[config.mk]
export PLATFORM = sky130hd
export DESIGN_NAME = pplsr_front
export DESIGN_NICKNAME = d
export VERILOG_FILES = /design/src/hdl/pplsr_pkg.sv /design/src/hdl/pplsr_front.sv
export SDC_FILE = /design/constraint.sdc
export NUM_CORES = 1
export LEC_CHECK = 0
export BUFFER_PORTS_ARGS = -buffer_cell sky130_fd_sc_hd__buf_2
export CAP_MARGIN = 20
export CORE_AREA = 2 2 49 51
export DETAILED_ROUTE_END_ITERATION = 7
export DIE_AREA = 0 0 51 53
export GPL_ROUTABILITY_DRIVEN = 0
export PLACE_DENSITY = 0.8
export SLEW_MARGIN = 15
export SYNTH_ARGS = -nofsm -noshare
export SYNTH_HDL_FRONTEND = slang
export SYNTH_SLANG_ARGS = --single-unit
[constraint.sdc]
create_clock -name vclk -period 2.2
set_clock_uncertainty 0.1 [all_clocks]
set_input_delay 0.44 -clock vclk [all_inputs]
set_output_delay 0.44 -clock vclk [all_outputs]
set_load 0.01 [all_outputs]
[src/hdl/pplsr_pkg.sv]
// Shared types, widths and helpers of the per-point linear shape regressor.
// No dependencies; every other file of the block but pplsr_ram imports this package.
package pplsr_pkg;

  localparam int MAX_POINTS = 64;
  localparam int MAX_DIMS   = 128;

  localparam int TYPE_W    = 2;
  localparam int ROW_W     = 6;
  localparam int COL_W     = 7;
  localparam int VAL_W     = 16;
  localparam int SHAPE_W   = 32;
  localparam int NP_W      = 7;
  localparam int ND_W      = 8;
  localparam int CFG_W     = (NP_W > ND_W) ? NP_W : ND_W;
  localparam int CFG_IDX_W = 1;

  localparam int FRAC_BITS  = 12;
  localparam int ROUND_HALF = 1 << (FRAC_BITS - 1);

  localparam int PT_W       = (MAX_POINTS > 1) ? $clog2(MAX_POINTS) : 1;
  localparam int GAIN_DEPTH = MAX_POINTS * MAX_DIMS;
  localparam int GAIN_AW    = (GAIN_DEPTH > 1) ? $clog2(GAIN_DEPTH) : 1;
  localparam int PROJ_DEPTH = MAX_POINTS * MAX_POINTS;
  localparam int PROJ_AW    = (PROJ_DEPTH > 1) ? $clog2(PROJ_DEPTH) : 1;

  localparam int PROD_W = VAL_W + SHAPE_W;
  localparam int ACC_W  = PROD_W + PT_W + 1;
  localparam int SUM_W  = ACC_W + 1;

  localparam int QUEUE_DEPTH = 4;
  localparam int QPTR_W      = 2;
  localparam int QCNT_W      = 3;

  localparam int NP_RESET = (64 > MAX_POINTS) ? MAX_POINTS : 64;
  localparam int ND_RESET = (128 > MAX_DIMS) ? MAX_DIMS : 128;

  typedef enum logic [TYPE_W-1:0] {
    REQ_GAIN = 2'd0,
    REQ_PROJ = 2'd1,
    REQ_BIAS = 2'd2,
    REQ_FEAT = 2'd3
  } req_e;

  typedef enum logic [CFG_IDX_W-1:0] {
    CFG_NUM_POINTS = 1'b0,
    CFG_DIMS       = 1'b1
  } cfg_idx_e;

  typedef enum logic [2:0] {
    OP_GAIN,
    OP_PROJ,
    OP_BIAS,
    OP_FEAT,
    OP_RUN
  } op_e;

  typedef enum logic [2:0] {
    ST_IDLE,
    ST_FEAT_MUL,
    ST_FEAT_ACC,
    ST_ROW,
    ST_DOT,
    ST_DRAIN,
    ST_EMIT
  } state_e;

  typedef struct packed {
    logic [NP_W-1:0] num_points;
    logic [ND_W-1:0] dims_per_point;
  } cfg_t;

  typedef struct packed {
    op_e                     op;
    logic [ROW_W-1:0]        row;
    logic [COL_W-1:0]        col;
    logic signed [VAL_W-1:0] value;
    logic                    last;
  } cmd_t;

  function automatic logic signed [SHAPE_W-1:0] sat_shape(input logic signed [SUM_W-1:0] x);
    logic [SUM_W-SHAPE_W:0] hi;
    hi = x[SUM_W-1:SHAPE_W-1];
    if (&hi || ~|hi) begin
      return x[SHAPE_W-1:0];
    end else if (x[SUM_W-1]) begin
      return {1'b1, {(SHAPE_W-1){1'b0}}};
    end else begin
      return {1'b0, {(SHAPE_W-1){1'b1}}};
    end
  endfunction

endpackage

[src/hdl/pplsr_front.sv]
// Front end: accepts input transactions, range-checks and classifies them into commands.
// Depends on pplsr_pkg.
module pplsr_front (
  input  logic                             in_valid_i,
  output logic                             in_ready_o,
  input  logic [pplsr_pkg::TYPE_W-1:0]     req_type_i,
  input  logic [pplsr_pkg::ROW_W-1:0]      row_index_i,
  input  logic [pplsr_pkg::COL_W-1:0]      col_index_i,
  input  logic signed [pplsr_pkg::VAL_W-1:0] value_i,
  input  logic                             last_feature_i,
  input  pplsr_pkg::cfg_t                  cfg_i,
  input  logic                             q_full_i,
  output logic                             push_o,
  output pplsr_pkg::cmd_t                  cmd_o
);
  import pplsr_pkg::*;

  logic keep;
  logic row_tab_ok;
  logic feat_ok;
  op_e  op;

  assign row_tab_ok = 32'(row_index_i) < 32'(MAX_POINTS);
  assign feat_ok    = (32'(row_index_i) < 32'(cfg_i.num_points)) &&
                      (32'(col_index_i) < 32'(cfg_i.dims_per_point));

  always_comb begin
    op   = OP_RUN;
    keep = 1'b0;
    case (req_e'(req_type_i))
      REQ_GAIN: begin
        op   = OP_GAIN;
        keep = row_tab_ok && (32'(col_index_i) < 32'(MAX_DIMS));
      end
      REQ_PROJ: begin
        op   = OP_PROJ;
        keep = row_tab_ok && (32'(col_index_i) < 32'(MAX_POINTS));
      end
      REQ_BIAS: begin
        op   = OP_BIAS;
        keep = row_tab_ok;
      end
      REQ_FEAT: begin
        op   = feat_ok ? OP_FEAT : OP_RUN;
        keep = feat_ok || last_feature_i;
      end
      default: begin
        op   = OP_RUN;
        keep = 1'b0;
      end
    endcase
  end

  assign in_ready_o = ~q_full_i;
  assign push_o     = in_valid_i && ~q_full_i && keep;
  assign cmd_o      = '{op: op, row: row_index_i, col: col_index_i, value: value_i,
                        last: last_feature_i};

endmodule

# [Yosys cells after proc, flatten, opt, wreduce, memory -nomap -nowiden]
# Cells that the tools add are included.
[op_classes] magnitude_cmp=3 n_eq_ne=3 mux=3 bitwise=1 reduce_logical=6
[ops] operator="3-bit case mux with 4 select lines" count=1
[ops] operator="7-bit by 8-bit < comparator with 1-bit output" count=1
[ops] operator="6-bit by 7-bit < comparator with 1-bit output" count=1
[ops] operator="7-bit < comparator (second input constant)" count=1
[ops] operator="2-bit == test (second input constant)" count=2
[ops] operator="1-bit logical AND" count=3
[ops] operator="3-bit two-way mux" count=1
[ops] operator="1-bit case mux with 3 select lines" count=1
[ops] operator="2-bit by 1-bit == test with 1-bit output (second input constant)" count=1
[ops] operator="2-bit logical NOT" count=1
[ops] operator="2-bit OR reduction" count=1
[ops] operator="1-bit logical OR" count=1
[ops] operator="1-bit inverter" count=1
[word_totals] ff_bits=0 in_bits=49 output_inout_bits=35 elab_cells=16

# [Longest topological paths before layout]
# Gate-level depths: netlist of run 1.
[logic_depth] word_depth=5 depth_mapped=7 ltp_nobuf=7

# [Worst setup path after synthesis of run 1]
# OpenSTA, ideal clock, no wires.
[synth_timing] path_kind="input to output" startpoint="in cfg_i[1] (netlist bit)" endpoint="out cmd_o[30] (netlist bit)" arrival_time_ns=1.744 required_ns=1.660 setup_slack_ns=-0.084 path_stages=6 n_path_buf=0 path_cell_list="inv_1 -> ha_1 -> a2111oi_4 -> nor3_1 -> or3_4 -> a21boi_1"
[synth_rtl] element="start: declaration" line="pplsr_front.sv:11" source="input pplsr_pkg::cfg_t cfg_i,"
[synth_rtl] element="end: declaration" line="pplsr_front.sv:14" source="output pplsr_pkg::cmd_t cmd_o"

==> impl_metrics.py, run 1 <==
metrics = {
    "worst_setup_path": {
        "worstPathRequired_ps": 1660,
        "cp_slowest_stage_delay_ps": 400,
        "critPathArrivalTime_ps": 1820,
        "path_class": "input port to primary output",
        "crit_path_max_fanout": 4,
        "cp-end-kind": "primary output",
        "crit_top_cell": "buf_6",
        "slowest_stage": "or3_4",
        "start_kind": "input port",
        "cp_cell_sequence": "buf_6, inv_4, ha_4, a21o_1, a21oi_2, o22ai_2, or3_4, and3_4, buf_6",
    },
    "yosys": {
        "seq_area_frac_synth": 0,
        "avgSynthCellArea_um2": 7.60,
        "synthCells": 78,
        "synth_top_cell_area_share": 0.380,
        "syn_nets": 138,
        "yosysTopAreaCell": "buf_4",
        "syn-cell-area_um2": 593,
        "ys_types": 19,
        "yosys_warnings": 0,
        "synthTopCellsByArea": "buf_4 38%, ha_1 23%, inv_1 7.6%",
        "synthTopCellsByCount": "30 x buf_4, 12 x inv_1, 11 x ha_1",
        "yosysMostFrequentCell": "buf_4",
    },
    "detailed_routing": {
        "via_per_inst": 4.22,
        "drcViolationCount": 0,
        "drt_wl_total_um": 1360,
        "vias": 544,
        "wl_per_cell_um": 10.5,
        "drtPass1Iterations": 2,
        "drtAntennaViolNets": 0,
        "drt_iter0_drc": 1,
    },
    "timing": {
        "setup_viol": 4,
        "fmax_mhz": 423,
        "setup_slack_ps": -162,
        "finalHoldViolCount": 0,
        "slew_viol_final": 0,
        "fin_tns_setup_ps": -610,
        "rsz0062_at_grt": "true",
        "holdWs_ps": 780,
        "post-route-period-util": 1.07,
        "worst_pin_slew_ps": 268,
        "layout_min_cycle_time_ps": 2360,
        "maxSlewHeadroom": 0.822,
    },
    "placement": {
        "hpwl_um": 1200,
        "portBuffers": 52,
        "dp_cells": 129,
        "placed_area_um2": 699,
    },
    "finish": {
        "fin_util": 0.368,
        "area_growth_pct": 33.1,
        "antenna-diode-count": 0,
        "fillers": 235,
        "nNetsFinal": 163,
        "fin_area_um2": 790,
        "drive_above_1_share": 0.723,
        "multi_input_area_um2": 405,
        "final-seq-area_um2": 0,
        "seq_cells": 0,
        "clock_buffers": 0,
        "instances_no_fill": 129,
    },
    "power_and_ir_drop": {
        "leakage_nw": 0.442,
        "pwr_density_cell_nw_per_um2": 198,
        "vdd.ir_drop.worst_v": 0.0000654,
    },
    "grt": {
        "grt-ovfl-total": 0,
        "grtUsageTotal": 0.0950,
        "grt_pass1_vias": 524,
        "antenna_found_initial": 0,
        "grt_max_degree": 6,
        "grt_pass1_wl_um": 2070,
    },
    "clock_tree": {
        "cts_setup_buffers": 0,
        "cts_hold_buf": 0,
    },
    "die": {
        "num_io_pins": 84,
        "core.rowCount": 17,
        "die_width_um": 51,
        "die_h_um": 53,
        "die_area_um2": 2700,
        "initial_core_util": 0.276,
        "core_area_um2": 2150,
    },
    "min_path": {
        "hold_path.class": "input port to primary output",
    },
    "run": {
        "max-cap-violations": 0,
    },
    "run_status": {
        "status": "finished, violations left",
        "violations": "setup timing",
    },
}
[cell type report]
type / count / area share
inverter: 12 / 0.0634
multi-input combinational: 36 / 0.513
timing repair buffer: 53 / 0.379
tap: 28 / 0.0444
[metrics by stage]
step	power, W	worst slack, ps
finish	0.000156	-162
global route	0.000172	-229
global placement	0.000130	-270
detailed placement	0.000136	-300
floorplan	0.000119	5.39
CTS	0.000154	-175
[layout by cell type, fill, tap and decap left out, types with 2 or more instances in the layout]
master    count
a21boi_2      2
nor2_1        2
a21oi_2       3
inv_1         9
inv_4         2
nand4b_1      2
a21o_1        2
nand2_1       2
ha_1          7
buf_2        47
buf_6         5
ha_4          3
[logic make-up after synthesis]
logic type	Yosys count	share of synthesized area
buffers and inverters	42	0.456
adder cells (fa/ha/maj)	11	0.232
AND/OR/NAND/NOR	13	0.141
AO/OA/AOI/OAI	12	0.171
[report_power, final]
part           switching (W)  internal, W
sequential                 0            0
combinational      0.0000712    0.0000849
clock                      0            0
total              0.0000712    0.0000849
[repair_timing]
action,CTS,global route
setup endpoints to repair,4,4
gates cloned,0,0
hold endpoints to repair,0,0
pin swaps,6,4
resized for setup,16,4
[critical path, delay by kind of cell]
family,cells,cell delay (ps)
adders and majority gates,1,190
AOI/OAI and AO/OA,3,370
and+or+nand+nor,2,560
buffers and inverters,3,260
[final timing paths]
| kind | slack [ps] | endpoint | cells past startpoint | startpoint |
|---|---|---|---|---|
| max | -160 | cmd_o[32] | 9 | cfg_i[12] |
| min | 780 | cmd_o[14] | 0 | value_i[13] |
[metal layers]
metal	wire, um	global-route usage
met1	475	0.0960
met2	696	0.203
met3	160	0.00565
met4	27	0.0270
met5	0	0
No activity file was read; power rests on OpenSTA's default activity.
==> run 2, diff against run 1 <==
Settings changed: CELL_PAD_IN_SITES_DETAIL_PLACEMENT set to 1, CELL_PAD_IN_SITES_GLOBAL_PLACEMENT set to 1, CORE_AREA 2 2 49 51 to 2 2 63 65, DIE_AREA 0 0 51 53 to 0 0 65 67, SETUP_SLACK_MARGIN set to 0.3.
==> impl_metrics.py, run 2 (synthesized netlist as in run 1, its figures left out) <==
metrics = {
    "run_status": {
        "status": "finished, violations left",
        "violations": "setup timing",
    },
    "min_path": {
        "holdPathStages": 0,
        "hold_end": "cmd_o[10]",
        "hold_path.class": "input port to primary output",
        "min_from": "value_i[9]",
    },
    "finish": {
        "final_cell_mix": "48 x buf_2, 9 x inv_1, 8 x ha_1",
        "drive_above_1_share": 0.683,
        "clock_buffers": 0,
        "fillers": 435,
        "antenna-diode-count": 0,
        "nNetsFinal": 163,
        "final_common_cell": "buf_2",
        "area_growth_pct": 36.3,
        "final-seq-area_um2": 0,
        "seq_cells": 0,
    },
    "worst_setup_path": {
        "cp_cell_sequence": "buf_8, inv_12, ha_4, a21o_1, a21oi_2, o22ai_1, or3_4, and3_4, buf_6",
        "crit_path_max_fanout": 4,
        "critPathArrivalTime_ps": 1860,
        "cp_slowest_stage_delay_ps": 420,
        "slowest_stage": "or3_4",
        "worstPathRequired_ps": 1660,
        "start_kind": "input port",
        "path_class": "input port to primary output",
        "cp-end-kind": "primary output",
    },
    "timing": {
        "finalHoldViolCount": 0,
        "worst_pin_slew_ps": 263,
        "rsz0062_at_grt": "true",
        "post-route-period-util": 1.09,
        "layout_min_cycle_time_ps": 2400,
        "slew_viol_final": 0,
        "fmax_mhz": 417,
        "setup_viol": 4,
        "setup_slack_ps": -199,
        "maxSlewHeadroom": 0.825,
        "holdWs_ps": 780,
    },
    "detailed_routing": {
        "vias": 545,
        "drcViolationCount": 0,
        "drtAntennaViolNets": 0,
        "wl_per_cell_um": 8.90,
        "wl_met2_um": 759,
        "drt_wl_total_um": 1330,
        "wl_met3_um": 80,
        "drtPass1Iterations": 2,
        "via_per_inst": 3.66,
        "top_layer_used": "met3",
        "met1_length_um": 486,
        "drt_iter0_drc": 2,
    },
    "grt": {
        "grt_pass1_vias": 534,
        "grtUsageTotal": 0.0575,
        "grt-ovfl-total": 0,
        "grt_pass1_wl_um": 2090,
        "antenna_found_initial": 0,
        "grt_max_degree": 6,
    },
    "power_and_ir_drop": {
        "pwr_density_cell_nw_per_um2": 188,
        "leakage_nw": 0.442,
        "power.total_w": 0.000152,
        "vdd.ir_drop.worst_v": 0.0000313,
    },
    "die": {
        "die_area_um2": 4360,
        "initial_core_util": 0.164,
        "num_io_pins": 84,
        "core.rowCount": 22,
        "die_h_um": 67,
        "core_area_um2": 3610,
        "die_width_um": 65,
    },
    "placement": {
        "hpwl_um": 1250,
        "post-place-ws_ps": -333,
        "portBuffers": 52,
    },
    "clock_tree": {
        "cts_hold_buf": 0,
    },
    "run": {
        "max-cap-violations": 0,
    },
}
run 2: repair_timing:
action	in CTS	in global routing
buffers inserted	0	0
setup endpoints to repair	4	4
gates cloned	0	0
gates resized for setup	7	5
pin swaps	4	5
run 2: how the worst max path moves through the flow:
| stage | startpoint | to | depth (start not counted) |
|---|---|---|---|
| after floorplan | cfg_i[5] | cmd_o[30] | 7 |
| after global placement | cfg_i[5] | cmd_o[32] | 9 |
| after detailed placement | cfg_i[5] | cmd_o[32] | 9 |
| after CTS | cfg_i[1] | cmd_o[32] | 8 |
| after global routing | cfg_i[5] | cmd_o[32] | 9 |
| final | cfg_i[5] | cmd_o[32] | 9 |
run 2: cell type report:
type / instances / area (um^2) / share of cell area
inverter: 12 / 62.6 / 0.0774
multi-input combinational: 36 / 389 / 0.481
tap: 48 / 60.1 / 0.0743
timing repair buffer: 53 / 297 / 0.367
run 2: through the flow:
step,instance area [um^2],TNS (ps),cells,util
after detailed placement,764,-1250,149,0.212
after global placement,764,-1040,149,0.212
final,808,-746,149,0.224
after global routing,808,-1040,149,0.224
after floorplan,662,0,78,-
after CTS,791,-969,149,0.219
run 2: metal layers:
metal / vias up / GRT usage
met2: 17 / 0.120
met3: 0 / 0.00338
met5: - / 0
met4: 0 / 0.00532
li1: 276 / -
met1: 252 / 0.0650
run 2: critical path: cells and delay by family:
kind	cells	cell delay, ps
adders and majority gates	1	180
and+or+nand+nor	2	580
AOI/OAI and AO/OA	3	390
buffers and inverters	3	260
run 2: report_power, final:
part           internal, W  total [W]  switching, W  leakage, nW
clock                    0          0             0            0
combinational    0.0000823   0.000152     0.0000693        0.442
sequential               0          0             0            0
total            0.0000823   0.000152     0.0000693        0.442
==> run 3, diff against run 2 <==
--- a/config.mk
+++ b/config.mk
@@ -15,5 +15,5 @@
 export GPL_ROUTABILITY_DRIVEN = 0
 export PLACE_DENSITY = 0.8
-export SETUP_SLACK_MARGIN = 0.3
+export SETUP_SLACK_MARGIN = 0.05
 export SLEW_MARGIN = 15
 export SYNTH_ARGS = -nofsm -noshare
==> constraint.sdc (replaced) <==
create_clock -name vclk -period 2.2
set_clock_uncertainty 0.1 [all_clocks]
set_input_delay 0.11 -clock vclk [all_inputs]
set_output_delay 0.11 -clock vclk [all_outputs]
set_load 0.01 [all_outputs]
==> impl_metrics.py, run 3 (synthesized netlist as in run 1, its figures left out) <==
metrics = {
    "run_status": {
        "status": "finished clean",
    },
    "finish": {
        "final_common_cell": "buf_2",
        "nNetsFinal": 162,
        "drive_above_1_share": 0.550,
        "clock_buffers": 0,
        "area_growth_pct": 16.0,
        "antenna-diode-count": 0,
        "seq_cells": 0,
        "final_cell_mix": "52 x buf_2, 12 x inv_1, 11 x ha_1",
        "final-seq-area_um2": 0,
        "fillers": 468,
    },
    "detailed_routing": {
        "vias": 540,
        "wl_met3_um": 200,
        "drtAntennaViolNets": 0,
        "wl_per_cell_um": 9.10,
        "drtPass1Iterations": 3,
        "wl_met2_um": 600,
        "drt_iter0_drc": 4,
        "met1_length_um": 546,
        "drcViolationCount": 0,
        "top_layer_used": "met3",
        "via_per_inst": 3.65,
        "drt_wl_total_um": 1350,
    },
    "power_and_ir_drop": {
        "net-switching-power_w": 0.0000592,
        "leakage_nw": 0.429,
        "vdd.ir_drop.worst_v": 0.0000378,
        "p_comb_frac": 1.000,
        "p_sw_frac": 0.473,
        "pwr_density_cell_nw_per_um2": 182,
        "internal-power_w": 0.0000660,
        "pwr-share-clk": 0,
        "p_seq_frac": 0,
    },
    "placement": {
        "hpwl_um": 1310,
        "portBuffers": 52,
    },
    "worst_setup_path": {
        "path_class": "input port to primary output",
        "slowest_stage": "or3_4",
        "path_buf_inv": 2,
        "cp-end-kind": "primary output",
        "cpLargestDelayFamily": "simple AND/OR/NAND/NOR gates",
        "worstPathRequired_ps": 1990,
        "cp_cell_sequence": "buf_2, ha_1, a2111oi_4, nor3_1, or3_4, and3_1, buf_2",
        "crit_path_max_fanout": 4,
        "crit_top_cell": "buf_2",
        "critPathArrivalTime_ps": 1630,
        "start_kind": "input port",
        "cp_slowest_stage_delay_ps": 410,
    },
    "timing": {
        "maxSlewHeadroom": 0.843,
        "worst_pin_slew_ps": 235,
        "layout_min_cycle_time_ps": 1840,
        "holdWs_ps": 120,
        "rsz0062_at_grt": "false",
        "fin_tns_setup_ps": 0,
        "slew_viol_final": 0,
        "post-route-period-util": 0.838,
        "fmax_mhz": 542,
        "setup_viol": 0,
        "finalHoldViolCount": 0,
    },
    "clock_tree": {
        "cts_setup_buffers": 0,
        "cts_resized": 0,
        "cts_hold_buf": 0,
    },
    "die": {
        "die_area_um2": 4360,
        "core_area_um2": 3610,
        "initial_core_util": 0.164,
        "core.rowCount": 22,
        "die_width_um": 65,
        "die_h_um": 67,
        "num_io_pins": 84,
    },
    "grt": {
        "grt_pass1_wl_um": 2190,
        "grt-ovfl-total": 0,
        "grt_pass1_vias": 520,
        "grt_max_degree": 6,
        "antenna_found_initial": 0,
        "grtUsageTotal": 0.0604,
    },
    "run": {
        "max-cap-violations": 0,
    },
    "min_path": {
        "hold_path.class": "input port to primary output",
    },
}
[run 3: cell types whose count changed in the layout (fill, tap and decap cells not counted), sizes merged]
cell  delta
buf      -1
[run 3: area by class of cell]
type	instances	area (um^2)	area share
well taps	48	60.1	0.0873
inverters	12	45.0	0.0655
multi-input cells	36	323	0.469
repair buffers	52	260	0.378
[run 3: final timing paths]
kind,to,cells after the start,from
setup / recovery,cmd_o[32],7,col_index_i[1]
hold / removal,cmd_o[12],0,value_i[11]
[run 3: power by group through the flow]
stage,sequential [W],combinational [W],clock [W]
CTS,0,0.000129,0
finish,0,0.000125,0
detailed placement,0,0.000129,0
floorplan,0,0.000113,0
global placement,0,0.000127,0
global route,0,0.000146,0
[run 3: per-stage QoR]
stage          worst slack (ps)  total power (W)  instance area [um^2]  utilization  instances
4_1_cts                     331         0.000129                   688        0.191        148
3_5_place_dp                332         0.000129                   688        0.191        148
5_1_grt                     211         0.000146                   688        0.191        148
2_1_floorplan               576         0.000113                   593            -         78
6_report                    357         0.000125                   688        0.191        148
3_3_place_gp                315         0.000127                   688        0.191        148
[run 3: metal layers]
layer / track usage / vias to the layer above
met5: 0 / -
met4: 0 / 0
met3: 0.0135 / 0
met2: 0.115 / 33
met1: 0.0730 / 233
li1: - / 274
