File: src/hdl/pplsr_pkg.sv
// Shared types, widths and helpers of the per-point linear shape regressor.
// No dependencies; every other file of the block but pplsr_ram imports this package.
package pplsr_pkg;

  localparam int MAX_POINTS = 64;
  localparam int MAX_DIMS   = 128;

  localparam int TYPE_W    = 2;
  localparam int ROW_W     = 6;
  localparam int COL_W     = 7;
  localparam int VAL_W     = 16;
  localparam int SHAPE_W   = 32;
  localparam int NP_W      = 7;
  localparam int ND_W      = 8;
  localparam int CFG_W     = (NP_W > ND_W) ? NP_W : ND_W;
  localparam int CFG_IDX_W = 1;

  localparam int FRAC_BITS  = 12;
  localparam int ROUND_HALF = 1 << (FRAC_BITS - 1);

  localparam int PT_W       = (MAX_POINTS > 1) ? $clog2(MAX_POINTS) : 1;
  localparam int GAIN_DEPTH = MAX_POINTS * MAX_DIMS;
  localparam int GAIN_AW    = (GAIN_DEPTH > 1) ? $clog2(GAIN_DEPTH) : 1;
  localparam int PROJ_DEPTH = MAX_POINTS * MAX_POINTS;
  localparam int PROJ_AW    = (PROJ_DEPTH > 1) ? $clog2(PROJ_DEPTH) : 1;

  localparam int PROD_W = VAL_W + SHAPE_W;
  localparam int ACC_W  = PROD_W + PT_W + 1;
  localparam int SUM_W  = ACC_W + 1;

  localparam int QUEUE_DEPTH = 4;
  localparam int QPTR_W      = 2;
  localparam int QCNT_W      = 3;

  localparam int NP_RESET = (64 > MAX_POINTS) ? MAX_POINTS : 64;
  localparam int ND_RESET = (128 > MAX_DIMS) ? MAX_DIMS : 128;

  typedef enum logic [TYPE_W-1:0] {
    REQ_GAIN = 2'd0,
    REQ_PROJ = 2'd1,
    REQ_BIAS = 2'd2,
    REQ_FEAT = 2'd3
  } req_e;

  typedef enum logic [CFG_IDX_W-1:0] {
    CFG_NUM_POINTS = 1'b0,
    CFG_DIMS       = 1'b1
  } cfg_idx_e;

  typedef enum logic [2:0] {
    OP_GAIN,
    OP_PROJ,
    OP_BIAS,
    OP_FEAT,
    OP_RUN
  } op_e;

  typedef enum logic [2:0] {
    ST_IDLE,
    ST_FEAT_MUL,
    ST_FEAT_ACC,
    ST_ROW,
    ST_DOT,
    ST_DRAIN,
    ST_EMIT
  } state_e;

  typedef struct packed {
    logic [NP_W-1:0] num_points;
    logic [ND_W-1:0] dims_per_point;
  } cfg_t;

  typedef struct packed {
    op_e                     op;
    logic [ROW_W-1:0]        row;
    logic [COL_W-1:0]        col;
    logic signed [VAL_W-1:0] value;
    logic                    last;
  } cmd_t;

  function automatic logic signed [SHAPE_W-1:0] sat_shape(input logic signed [SUM_W-1:0] x);
    logic [SUM_W-SHAPE_W:0] hi;
    hi = x[SUM_W-1:SHAPE_W-1];
    if (&hi || ~|hi) begin
      return x[SHAPE_W-1:0];
    end else if (x[SUM_W-1]) begin
      return {1'b1, {(SHAPE_W-1){1'b0}}};
    end else begin
      return {1'b0, {(SHAPE_W-1){1'b1}}};
    end
  endfunction

endpackage

File: src/hdl/pplsr_queue.sv
// Short command queue between front end and back end.
// Depends on pplsr_pkg.
module pplsr_queue (
  input  logic            clk_i,
  input  logic            rst_ni,
  input  logic            push_i,
  input  pplsr_pkg::cmd_t cmd_i,
  output logic            full_o,
  input  logic            pop_i,
  output logic            valid_o,
  output pplsr_pkg::cmd_t head_o
);
  import pplsr_pkg::*;

  cmd_t              entry_q [QUEUE_DEPTH];
  logic [QPTR_W-1:0] wr_ptr_q, wr_ptr_d;
  logic [QPTR_W-1:0] rd_ptr_q, rd_ptr_d;
  logic [QCNT_W-1:0] count_q, count_d;

  always_comb begin
    wr_ptr_d = wr_ptr_q;
    rd_ptr_d = rd_ptr_q;
    count_d  = count_q;
    if (push_i) begin
      wr_ptr_d = wr_ptr_q + 1'b1;
    end
    if (pop_i) begin
      rd_ptr_d = rd_ptr_q + 1'b1;
    end
    if (push_i && !pop_i) begin
      count_d = count_q + 1'b1;
    end else if (pop_i && !push_i) begin
      count_d = count_q - 1'b1;
    end
  end

  always_ff @(posedge clk_i or negedge rst_ni) begin
    if (!rst_ni) begin
      wr_ptr_q <= '0;
      rd_ptr_q <= '0;
      count_q  <= '0;
    end else begin
      wr_ptr_q <= wr_ptr_d;
      rd_ptr_q <= rd_ptr_d;
      count_q  <= count_d;
    end
  end

  always_ff @(posedge clk_i) begin
    if (push_i) begin
      entry_q[wr_ptr_q] <= cmd_i;
    end
  end

  assign full_o  = count_q == QCNT_W'(QUEUE_DEPTH);
  assign valid_o = count_q != '0;
  assign head_o  = entry_q[rd_ptr_q];

endmodule

File: config.mk
export PLATFORM = sky130hd
export DESIGN_NAME = pplsr_queue
export DESIGN_NICKNAME = d
export VERILOG_FILES = /design/src/hdl/pplsr_pkg.sv /design/src/hdl/pplsr_queue.sv
export SDC_FILE = /design/constraint.sdc
export NUM_CORES = 1
export LEC_CHECK = 0
export ABC_AREA = 1
export ABC_CLOCK_PERIOD_IN_PS = 1800
export BUFFER_PORTS_ARGS = -buffer_cell sky130_fd_sc_hd__buf_4
export CAP_MARGIN = 0
export CORE_ASPECT_RATIO = 1.1
export CORE_MARGIN = 2
export CORE_UTILIZATION = 52
export DETAILED_ROUTE_END_ITERATION = 8
export PLACE_DENSITY = 0.78
export SLEW_MARGIN = 25
export SYNTH_ARGS = -nofsm -noshare
export SYNTH_HDL_FRONTEND = slang
export SYNTH_SLANG_ARGS = --single-unit
File: constraint.sdc
create_clock -name clk_i -period 1.8 [get_ports clk_i]
set_input_delay 0.18 -clock clk_i [delete_from_list [all_inputs] [get_ports clk_i]]
set_output_delay 0.18 -clock clk_i [all_outputs]
set_load 0.02 [all_outputs]
# Word-level counts from Yosys, hierarchy flattened

Memory sizes are Yosys's and may differ from the RTL's.
Index checks and enable logic that the tools add are counted.
Widths: inputs -> output; s select.

$add $sub $neg: 4
Reduce and logical (&&, ||, !) cells: 6
Equal/unequal tests: 1
Mux-type cells: 4

Operator list:

| kind                | number |
|---|---|
| $mux 3              | 2 |
| $add 2x1->2 const B | 2 |
| $add 3x1->3 const B | 1 |
| $eq 3x3->1 const B  | 1 |
| $reduce_bool 3->1   | 1 |
| $sub 3x1->3 const B | 1 |
| $logic_and 1x1->1   | 2 |
| $logic_not 1->1     | 2 |
| $mux 1              | 2 |
| $reduce_bool 2->1   | 1 |

Memories: 1
Output and inout bits: 35
Register bits after elaboration: 7
Logic and storage cells: 19
RAM bits: 132

Memory list:

| name    | words | bits a word | read ports | clocked after Yosys merged registers in | wr ports | line              | RTL |
|---|---|---|---|---|---|---|---|
| entry_q | 4     | 33          | 1          | 0                                       | 1        | pplsr_queue.sv:15 | `cmd_t entry_q [QUEUE_DEPTH];` |

# Logic depth before layout (Yosys ltp)

Gate-level depths: netlist of the first run.

Depth in word-level cells: 4
Depth in mapped cells: 9

# Least setup slack after synthesis of the first run

OpenSTA, ideal clock, no wires.

Kind: register to register
From: reg wr_ptr_q[0]
To: mem entry_q[2][0] (netlist name), enable pin
Required time: 1.412 ns
Stages on the path, launching flop included: 5
Data arrival time: 1.325 ns
Setup slack: 0.088 ns
Buffers on the path: 0
Setup time: 0.388 ns
Path through: dfrtp_1 inv_1 ha_1 nand2_1 inv_1

RTL lines:

| element                | line              | RTL |
|---|---|---|
| start, declared        | pplsr_queue.sv:16 | `logic [QPTR_W-1:0] wr_ptr_q, wr_ptr_d;` |
| start signal, assigned | pplsr_queue.sv:43 | `wr_ptr_q <= wr_ptr_d;` |
| end, declared          | pplsr_queue.sv:15 |  |

Straight into the memory's write port.

==> flow_metrics.tcl, run 1 <==
set metrics [dict create \
    first_global_vias 3722 \
    violations "negative setup slack" \
    die_width_microns 105 \
    pin_count 72 \
    yosysWarnings 0 \
    cts_tree "done" \
    synth.distinct_cells 22 \
    fin_util_pct 69.5 \
    nFillCells 696 \
    io_buffers 71 \
    ant_nets 0 \
    cts-htree-levels 4 \
    synth_top_cell_area_share_pct 67.3 \
    clock-sinks 139 \
    insertion_delay_ns 0.42 \
    rows 40 \
    diodes 0 \
    fin_crit_sh_pct 101 \
    vias 3601 \
    cp-start-kind "flip-flop" \
    syn_inst 434 \
    crit_type "flip-flop to primary output" \
    nets 593 \
    maxCapViolations 0 \
    setup_viol_count_final 3 \
    stdcell_count 709 \
    worst_slack_ns -0.0229 \
    power.switching_fraction_pct 34.7 \
    drive_above_1_share_pct 29.9 \
    power_switching_mw 4.61 \
    maxSlewHeadroom_pct 79.6 \
    grt_pass1_wl_mm 18.2 \
    finClkSkew_ns 0.0102 \
    syn-num-nets 477 \
    worst_pin_slew_ns 0.306 \
    vdd_ir_drop_max_mv 1.00 \
    rsz0062_at_grt "yes" \
    die_area_sq_mm 0.0122 \
    cp_data_required_time_ns 1.62 \
    dp.cells 643 \
    drcViolationCount 0 \
    p_leak_nw 3.13 \
    crit_arrival_ns 1.64 \
    power_frac_seq_pct 33.9 \
    power_frac_clock_pct 27.7 \
    grt_max_degree 54 \
    crit_path_end_kind "primary output" \
    totalWireLength_mm 11.6 \
    ys_seq_area_share_pct 70.3 \
    path_clk_slew_ns 0.05 \
    clockBufferDepth 2 \
    area_delta_synth_final_pct 29.4 \
    seqCellArea_sq_mm 0.00414 \
    hold_path.class "input port to flip-flop" \
    total_power_mw 13.3 \
    gp_congestion 0.745 \
    multi_input_area_sq_mm 0.00128 \
    avgSynthCellArea_sq_um 13.6 \
    syn_area_sq_mm 0.00589 \
    final_cell_area_sq_mm 0.00761 \
    power_density_mw_per_mm2 1750 \
    die_y_microns 116 \
    dr.pass1.iters 4 \
    setup_tns_ns -0.0400 \
    critPathMaxFanout 45 \
    finalHoldViolations 0 \
    post_drt_wl_per_cell_microns 16.3 \
    overflow 0 \
    start_util_pct 53.7 \
    dpl_cell_area_sq_mm 0.00661 \
    synth_top_area_cell "edfxtp_1" \
    core_area_sq_mm 0.0110 \
    via_per_inst 5.08 \
    synth_area_leaders "edfxtp_1 (67%), o211ai_2 (7.0%), nand2_1 (5.9%)" \
    combPwrFrac_pct 38.4 \
    max_freq_mhz 549 \
    drt_iter0_markers 293 \
    min_period_ns 1.82 \
    finalHoldWorstSlack_ns 0.0195 \
    synth_seq_cells 139 \
    root_buffer "clkbuf_16" \
    slew_violations 0 \
    grt_antenna_before_repair 0 \
    gr-usage-all-layers_pct 19.9 \
    dpl.hpwl_mm 6.84 \
    run_status "finished, violations left" \
    power.internal_mw 8.69 \
    cts_buffers 17 \
    place_ws_ns 0.357 \
]
[cell families (layout without fill, tap and decap cells)]
family                   after synthesis  in the layout  share of synthesized area, %
adder cells (fa/ha/maj)                6              6                          1.40
XOR/XNOR                               4              4                         0.595
buffers and inverters                101            229                          7.97
AO/OA/AOI/OAI                         67             67                          11.3
AND/OR/NAND/NOR                      117            117                          8.40
flip-flops                           139            139                          70.3
[cell usage in the layout, fill, tap and decap left out]
cell type and n:
nand4_1 1, clkinv_1 7, buf_6 4, clkbuf_8 1, xnor2_1 1, nor3_1 1, clkinv_2 3, nand2_1 93
clkbuf_16 17, dfrtp_4 1, fa_1 1, edfxtp_1 132, buf_12 6, inv_1 73, dfrtp_1 6, clkinvlp_4 1
buf_4 74, inv_6 1, nor2_1 1, dlygate4sd3_1 35, clkinv_4 2, nand3_1 1, xor2_1 3, nand2_2 20
o211ai_1 33, ha_1 5, bufinv_16 5, o211ai_2 33, o21ai_1 1
[timing repair]
| action | CTS | global route |
|---|---|---|
| endpoints found under the hold margin | 140 | 0 |
| gates cloned | 0 | 0 |
| endpoints found under the setup margin | 28 | 27 |
| resized for setup | 3 | 4 |
| hold buffers | 35 | 0 |
| pin swaps | 3 | 4 |
| buffers inserted | 0 | 0 |
[critical path, cell delays in order, from the launching register on]
cell and delay, ns:
dfrtp_4 0.52, buf_12 0.21, o211ai_1 0.26, nand2_1 0.09
buf_4 0.16
[cell type report]
type	instances	area share [%]
clock inverters	14	2.65
clock buffers	17	5.59
inverters	78	3.91
well taps	147	2.42
flip-flops and latches	139	54.4
multi-input cells	194	16.8
repair buffers	120	14.2
[cell usage after synthesis]
cell,n
edfxtp_1,132
nand2_1,93
inv_1,77
o211ai_1,33
o211ai_2,33
nand2_2,20
buf_2,11
buf_6,7
dfrtp_1,7
ha_1,5
buf_4,3
xor2_1,3
buf_8,1
clkbuf_1,1
clkinv_2,1
fa_1,1
nand3_1,1
nand4_1,1
nor2_1,1
nor3_1,1
o21ai_1,1
xnor2_1,1
[power by group through the flow]
stage	logic [mW]	clock network (mW)	registers, mW
after floorplan	3.35	0	4.48
after global placement	4.90	0	4.52
after detailed placement	5.00	0	4.56
after CTS	5.12	3.72	4.51
after global routing	5.54	3.84	4.55
final	5.11	3.68	4.51
[worst paths after layout]
kind	startpoint	to	cells past startpoint	slack, ns
max	rd_ptr_q[0]	head_o[20]	4	-0.02
min	push_i	wr_ptr_q[0]	2	0.02
max reg2reg	wr_ptr_q[0]	entry_q[1][17]	4	0.34
min reg2reg	count_q[2]	count_q[2]	2	0.47
max in group asynchronous	rst_ni	rd_ptr_q[0]	2	1.54
min in group asynchronous	rst_ni	count_q[0]	2	0.12
[state kept, by name, indices dropped and copies added, names as in the netlist]
name	cells
wr_ptr_q	2
entry_q	132
rd_ptr_q	2
count_q	3
[per-layer routing]
layer	routed length, microns	vias up	track usage, %	part of all wire (%)
li1	-	1723	-	-
met1	4620	1745	23.2	40
met2	6130	111	34.5	53
met3	590	22	5.12	5.1
met4	239	0	9.96	2.1
met5	0	-	0	0
(Power assumes the default switching activity.)
==> run 2, diff against run 1 <==
Settings changed: CORE_UTILIZATION 52 to 40, PLACE_DENSITY 0.78 to 0.64, REMOVE_ABC_BUFFERS from default to 1.
==> run 2 against run 1 <==
The run still ends with negative setup slack left. Clock skew down 0.0057 ns. Via count down 2.5%. Die area up 29%. Utilization fell by 16 points. Sequential power about the same. Count of clock-buffer cells in the layout rose by 7. Sequential share of layout area decreased by 1.0 points. Worst hold slack gained 0.095 ns. Cell area rose by 1.9%. First-iteration DRC count decreased by 52%. Largest cell class unchanged. Highest routed layer unchanged.
==> flow_metrics.tcl, run 2 (synthesized netlist as in run 1, its figures left out) <==
set metrics [dict create \
    rsz0062_at_grt "yes" \
    nFillCells 1215 \
    critPathMaxFanout 16 \
    slew_violations 0 \
    grt_pass1_wl_mm 18.1 \
    io_buffers 71 \
    critPathMaxStageDelay_ns 0.54 \
    clock-sinks 139 \
    rows 46 \
    drive_above_1_share_pct 31.8 \
    reg2reg_depth 5 \
    die_y_microns 131 \
    crit_path_cell_trace "buf_12 > buf_16 > o211ai_2 > nand2_1 > buf_6" \
    clockBufferDepth 2 \
    maxCapViolations 0 \
    stdcell_count 761 \
    totalWireLength_mm 11.3 \
    post_drt_wl_per_cell_microns 14.9 \
    worst_pin_slew_ns 0.309 \
    crit_path_end_kind "primary output" \
    cts-htree-levels 4 \
    root_buffer "clkbuf_16" \
    drt_iter0_markers 141 \
    crit_type "flip-flop to primary output" \
    finClkSkew_ns 0.00449 \
    cp_data_required_time_ns 1.62 \
    p_leak_nw 3.18 \
    startpoint "rd_ptr_q[0]" \
    reg.largest.list "entry_q: 132 flops, count_q: 3 flops" \
    mostFrequentLayoutCells "edfxtp_1 (132), nand2_1 (83), inv_1 (73)" \
    worst_path_max_delay_cell "dfrtp_4" \
    cts_buffers 17 \
    min_period_ns 1.86 \
    grt_max_degree 42 \
    dp.cells 689 \
    fin_crit_sh_pct 103 \
    pin_count 72 \
    nets 601 \
    finalHoldWorstSlack_ns 0.115 \
    start_util_pct 40.9 \
    setup_viol_count_final 17 \
    grt_antenna_before_repair 0 \
    maxSlewHeadroom_pct 79.4 \
    core_area_sq_mm 0.0144 \
    die_width_microns 120 \
    insertion_delay_ns 0.42 \
    ant_nets 0 \
    area_delta_synth_final_pct 31.8 \
    overflow 0 \
    run_status "finished, violations left" \
    path_clk_slew_ns 0.05 \
    first_global_vias 3599 \
    crit_cells 5 \
    finalHoldViolations 0 \
    worst_slack_ns -0.0610 \
    largest_reg_flops 132 \
    layout_commonest_cell "edfxtp_1" \
    cts_tree "done" \
    vias 3511 \
    diodes 0 \
    crit_arrival_ns 1.68 \
    vdd_ir_drop_max_mv 0.723 \
    die_area_sq_mm 0.0157 \
    place_ws_ns 0.371 \
    cp_num_buf_inv 3 \
    registers.top_by_ff_count "entry_q" \
    crit_family "flip-flops" \
    dr.pass1.iters 4 \
    gp_congestion 0.707 \
    r2r_setup_slack_ns 0.41 \
    dpl.hpwl_mm 6.61 \
    violations "negative setup slack" \
    drcViolationCount 0 \
    max_freq_mhz 537 \
    via_per_inst 4.61 \
    hold_path.class "input port to async pin" \
    r2r-start "wr_ptr_q[0]" \
    power_density_mw_per_mm2 1690 \
    gr-usage-all-layers_pct 15.4 \
    cp-start-kind "flip-flop" \
]
-- run 2: what timing repair did --
item                                    CTS  global route
buffers inserted                          2             0
endpoints found under the setup margin   30            33
gates cloned                              4             0
hold buffers                             36             0
pin swaps                                14            12
gates resized for setup                  31            11
hold endpoints to repair                142             0
-- run 2: power by group --
part / switching [mW] / internal (mW)
combinational: 3.30 / 2.48
sequential: 0.241 / 4.26
clock: 1.14 / 1.71
total: 4.68 / 8.46
-- run 2: cell type report --
type                            instances  area (sq um)  area share [%]
Clock buffer                           24           452            5.82
Clock inverter                          6          25.0           0.323
Inverter                               78           294            3.79
Multi-Input combinational cell        194          1320            17.0
Sequential cell                       139          4140            53.4
Tap cell                              192           240            3.10
Timing Repair Buffer                  128          1280            16.5
-- run 2: path summary, 6_finish.rpt --
path | end
max | head_o[22]
min | count_q[1]
max reg2reg | entry_q[2][5]
min reg2reg | count_q[2]
max in group asynchronous | rd_ptr_q[0]
min in group clk_i | count_q[2]
-- run 2: stage by stage --
step	power, mW	area (sq um)	util (%)	TNS [ns]
floorplan	7.07	5710	-	-66.78
global placement	9.43	6650	46.2	0
detailed placement	9.55	6650	46.2	0
CTS	13.3	7720	53.7	-1.17
global route	13.9	7760	53.9	-2.41
finish	13.1	7760	53.9	-0.632
-- run 2: per-layer routing --
layer	up-vias	track usage (%)	share of wire [%]
li1	1742	-	-
met1	1660	18.2	43
met2	80	25.2	51
met3	29	4.56	4.1
met4	0	8.10	2.6
met5	-	0	0
==> run 3, diff against run 2 <==
Settings changed: PLACE_DENSITY 0.64 to 0.71.
==> run 3 against run 2 <==
The flow still finishes with violations (negative setup slack). First-iteration DRC count grew 81%. Final cell count grew 0.53%. Maximum frequency grew 0.46%. Cell area grew 2.8%. Critical path type unchanged.
==> flow_metrics.tcl, run 3 (synthesized netlist as in run 1, its figures left out) <==
set metrics [dict create \
    die_width_microns 120 \
    setup_viol_count_final 28 \
    crit_arrival_ns 1.67 \
    reg2reg_depth 4 \
    mostFrequentLayoutCells "edfxtp_1 (132), nand2_1 (85), inv_1 (73)" \
    place_ws_ns 0.343 \
    p_leak_nw 3.26 \
    io_buffers 71 \
    min_period_ns 1.85 \
    drive_above_1_share_pct 33.5 \
    finClkSkew_ns 0.00553 \
    clock-sinks 139 \
    hold_path_startpoint "push_i" \
    largest_reg_flops 132 \
    setup_tns_ns -0.559 \
    maxSlewHeadroom_pct 74.8 \
    min_path_cells 2 \
    globalRouteMet3Util_pct 3.91 \
    via_per_inst 4.81 \
    crit_type "flip-flop to primary output" \
    power_density_mw_per_mm2 1770 \
    nets 603 \
    cts_buffers 17 \
    ant_nets 0 \
    vdd_ir_drop_max_mv 0.821 \
    cts-htree-levels 4 \
    root_buffer "clkbuf_16" \
    registers.top_by_ff_count "entry_q" \
    rows 46 \
    vias 3677 \
    run_status "finished, violations left" \
    area_delta_synth_final_pct 35.5 \
    power_frac_seq_pct 31.8 \
    totalWireLength_mm 12.3 \
    critPathMaxFanout 9 \
    diodes 0 \
    hold_path.class "input port to flip-flop" \
    power_frac_clock_pct 23.7 \
    total_power_mw 14.1 \
    cp-start-kind "flip-flop" \
    grt_pass1_wl_mm 18.5 \
    nFillCells 1143 \
    die_area_sq_mm 0.0157 \
    max_freq_mhz 540 \
    met1_usage_pct 18.5 \
    worst_slack_ns -0.0526 \
    worst_pin_slew_ns 0.379 \
    hold-path-endpoint "wr_ptr_q[0]" \
    crit-reg2reg-capture "entry_q[3][27]" \
    layout_commonest_cell "edfxtp_1" \
    overflow 0 \
    rsz0062_at_grt "yes" \
    violations "negative setup slack" \
    busiest_layer "met2" \
    post_drt_wl_per_cell_microns 16.1 \
    pin_count 72 \
    dpl.hpwl_mm 6.74 \
    power_switching_mw 5.00 \
    path_clk_slew_ns 0.06 \
    power.internal_mw 9.10 \
    use_met2_pct 26.3 \
    die_y_microns 131 \
    power.switching_fraction_pct 35.5 \
    r2r_setup_slack_ns 0.41 \
    insertion_delay_ns 0.41 \
    drcViolationCount 0 \
    core_area_sq_mm 0.0144 \
    start_util_pct 40.9 \
    fin_crit_sh_pct 103 \
    grt_max_degree 36 \
    crit_path_end_kind "primary output" \
    cp_data_required_time_ns 1.62 \
    slew_violations 0 \
    finalHoldViolations 0 \
    dr.pass1.iters 4 \
    combPwrFrac_pct 44.5 \
    maxCapViolations 0 \
    r2r-start "wr_ptr_q[0]" \
    drt_iter0_markers 255 \
    gr-usage-all-layers_pct 15.5 \
    reg.largest.list "entry_q: 132 flops, count_q: 3 flops" \
    gp_congestion 0.710 \
    clockBufferDepth 2 \
    first_global_vias 3704 \
    cts_tree "done" \
    grt_antenna_before_repair 0 \
]
run 3: cell types whose count changed in the layout (fill, tap and decap cells not counted), sizes merged:
cell | before | now
clkinvlp | 0 | 3
bufinv | 0 | 2
clkbuf | 24 | 23
buf | 92 | 89
dlygate4sd3 | 36 | 35
inv | 77 | 81
run 3: what timing repair did:
item                                    in CTS  in global routing
gates cloned                                 1                  7
hold endpoints to repair                   140                  0
setup buffers                                1                  3
resized for setup                           21                 23
hold buffers                                35                  0
endpoints found under the setup margin      19                 33
pin swaps                                   16                 25
run 3: how the worst max path moves through the flow:
stage	start	to	cells after the start
floorplan	rd_ptr_q[0]	head_o[0]	2
global placement	rd_ptr_q[0]	head_o[11]	5
detailed placement	rd_ptr_q[0]	head_o[13]	5
CTS	rd_ptr_q[0]	head_o[12]	4
global route	rd_ptr_q[0]	head_o[13]	5
finish	rd_ptr_q[0]	head_o[13]	5
run 3: power by group through the flow:
stage / Sequential (mW) / Clock [mW] / Combinational (mW)
after global placement: 4.54 / 0 / 4.95
final: 4.48 / 3.35 / 6.27
after floorplan: 4.80 / 0 / 2.28
after global routing: 4.52 / 3.56 / 6.75
after CTS: 4.53 / 3.41 / 5.50
after detailed placement: 4.57 / 0 / 5.06
run 3: worst max-delay path: stages, from the launching register on:
cell	delay (ns)
dfrtp_4	0.48
buf_12	0.17
buf_16	0.15
o211ai_1	0.18
nand2_1	0.12
buf_6	0.15
run 3: per-stage QoR:
step | area (sq um) | util, % | hold WS, ns | std cells
6_report | 7980 | 55.4 | 0.00884 | 765
5_1_grt | 7980 | 55.4 | 0.0263 | 765
4_1_cts | 7700 | 53.5 | 0.00157 | 755
3_5_place_dp | 6670 | 46.3 | 0.00596 | 686
3_3_place_gp | 6670 | 46.3 | 0.000534 | 686
2_1_floorplan | 5710 | - | -0.116 | 411
run 3: layer usage:
metal  up-vias  wire length [microns]
met4         0                    185
met3        17                    511
met1      1818                   5220
met5         -                      0
met2        84                   6430
li1       1758                      -
run 3: area by class of cell:
class                   count  area, sq um  share of cell area [%]
multi-input cells         194         1300                    16.3
clock buffers              17          425                    5.33
inverters                  78          294                    3.69
well taps                 192          240                    3.01
clock inverters            15          148                    1.85
flip-flops and latches    139         4140                    51.9
repair buffers            130         1420                    17.8
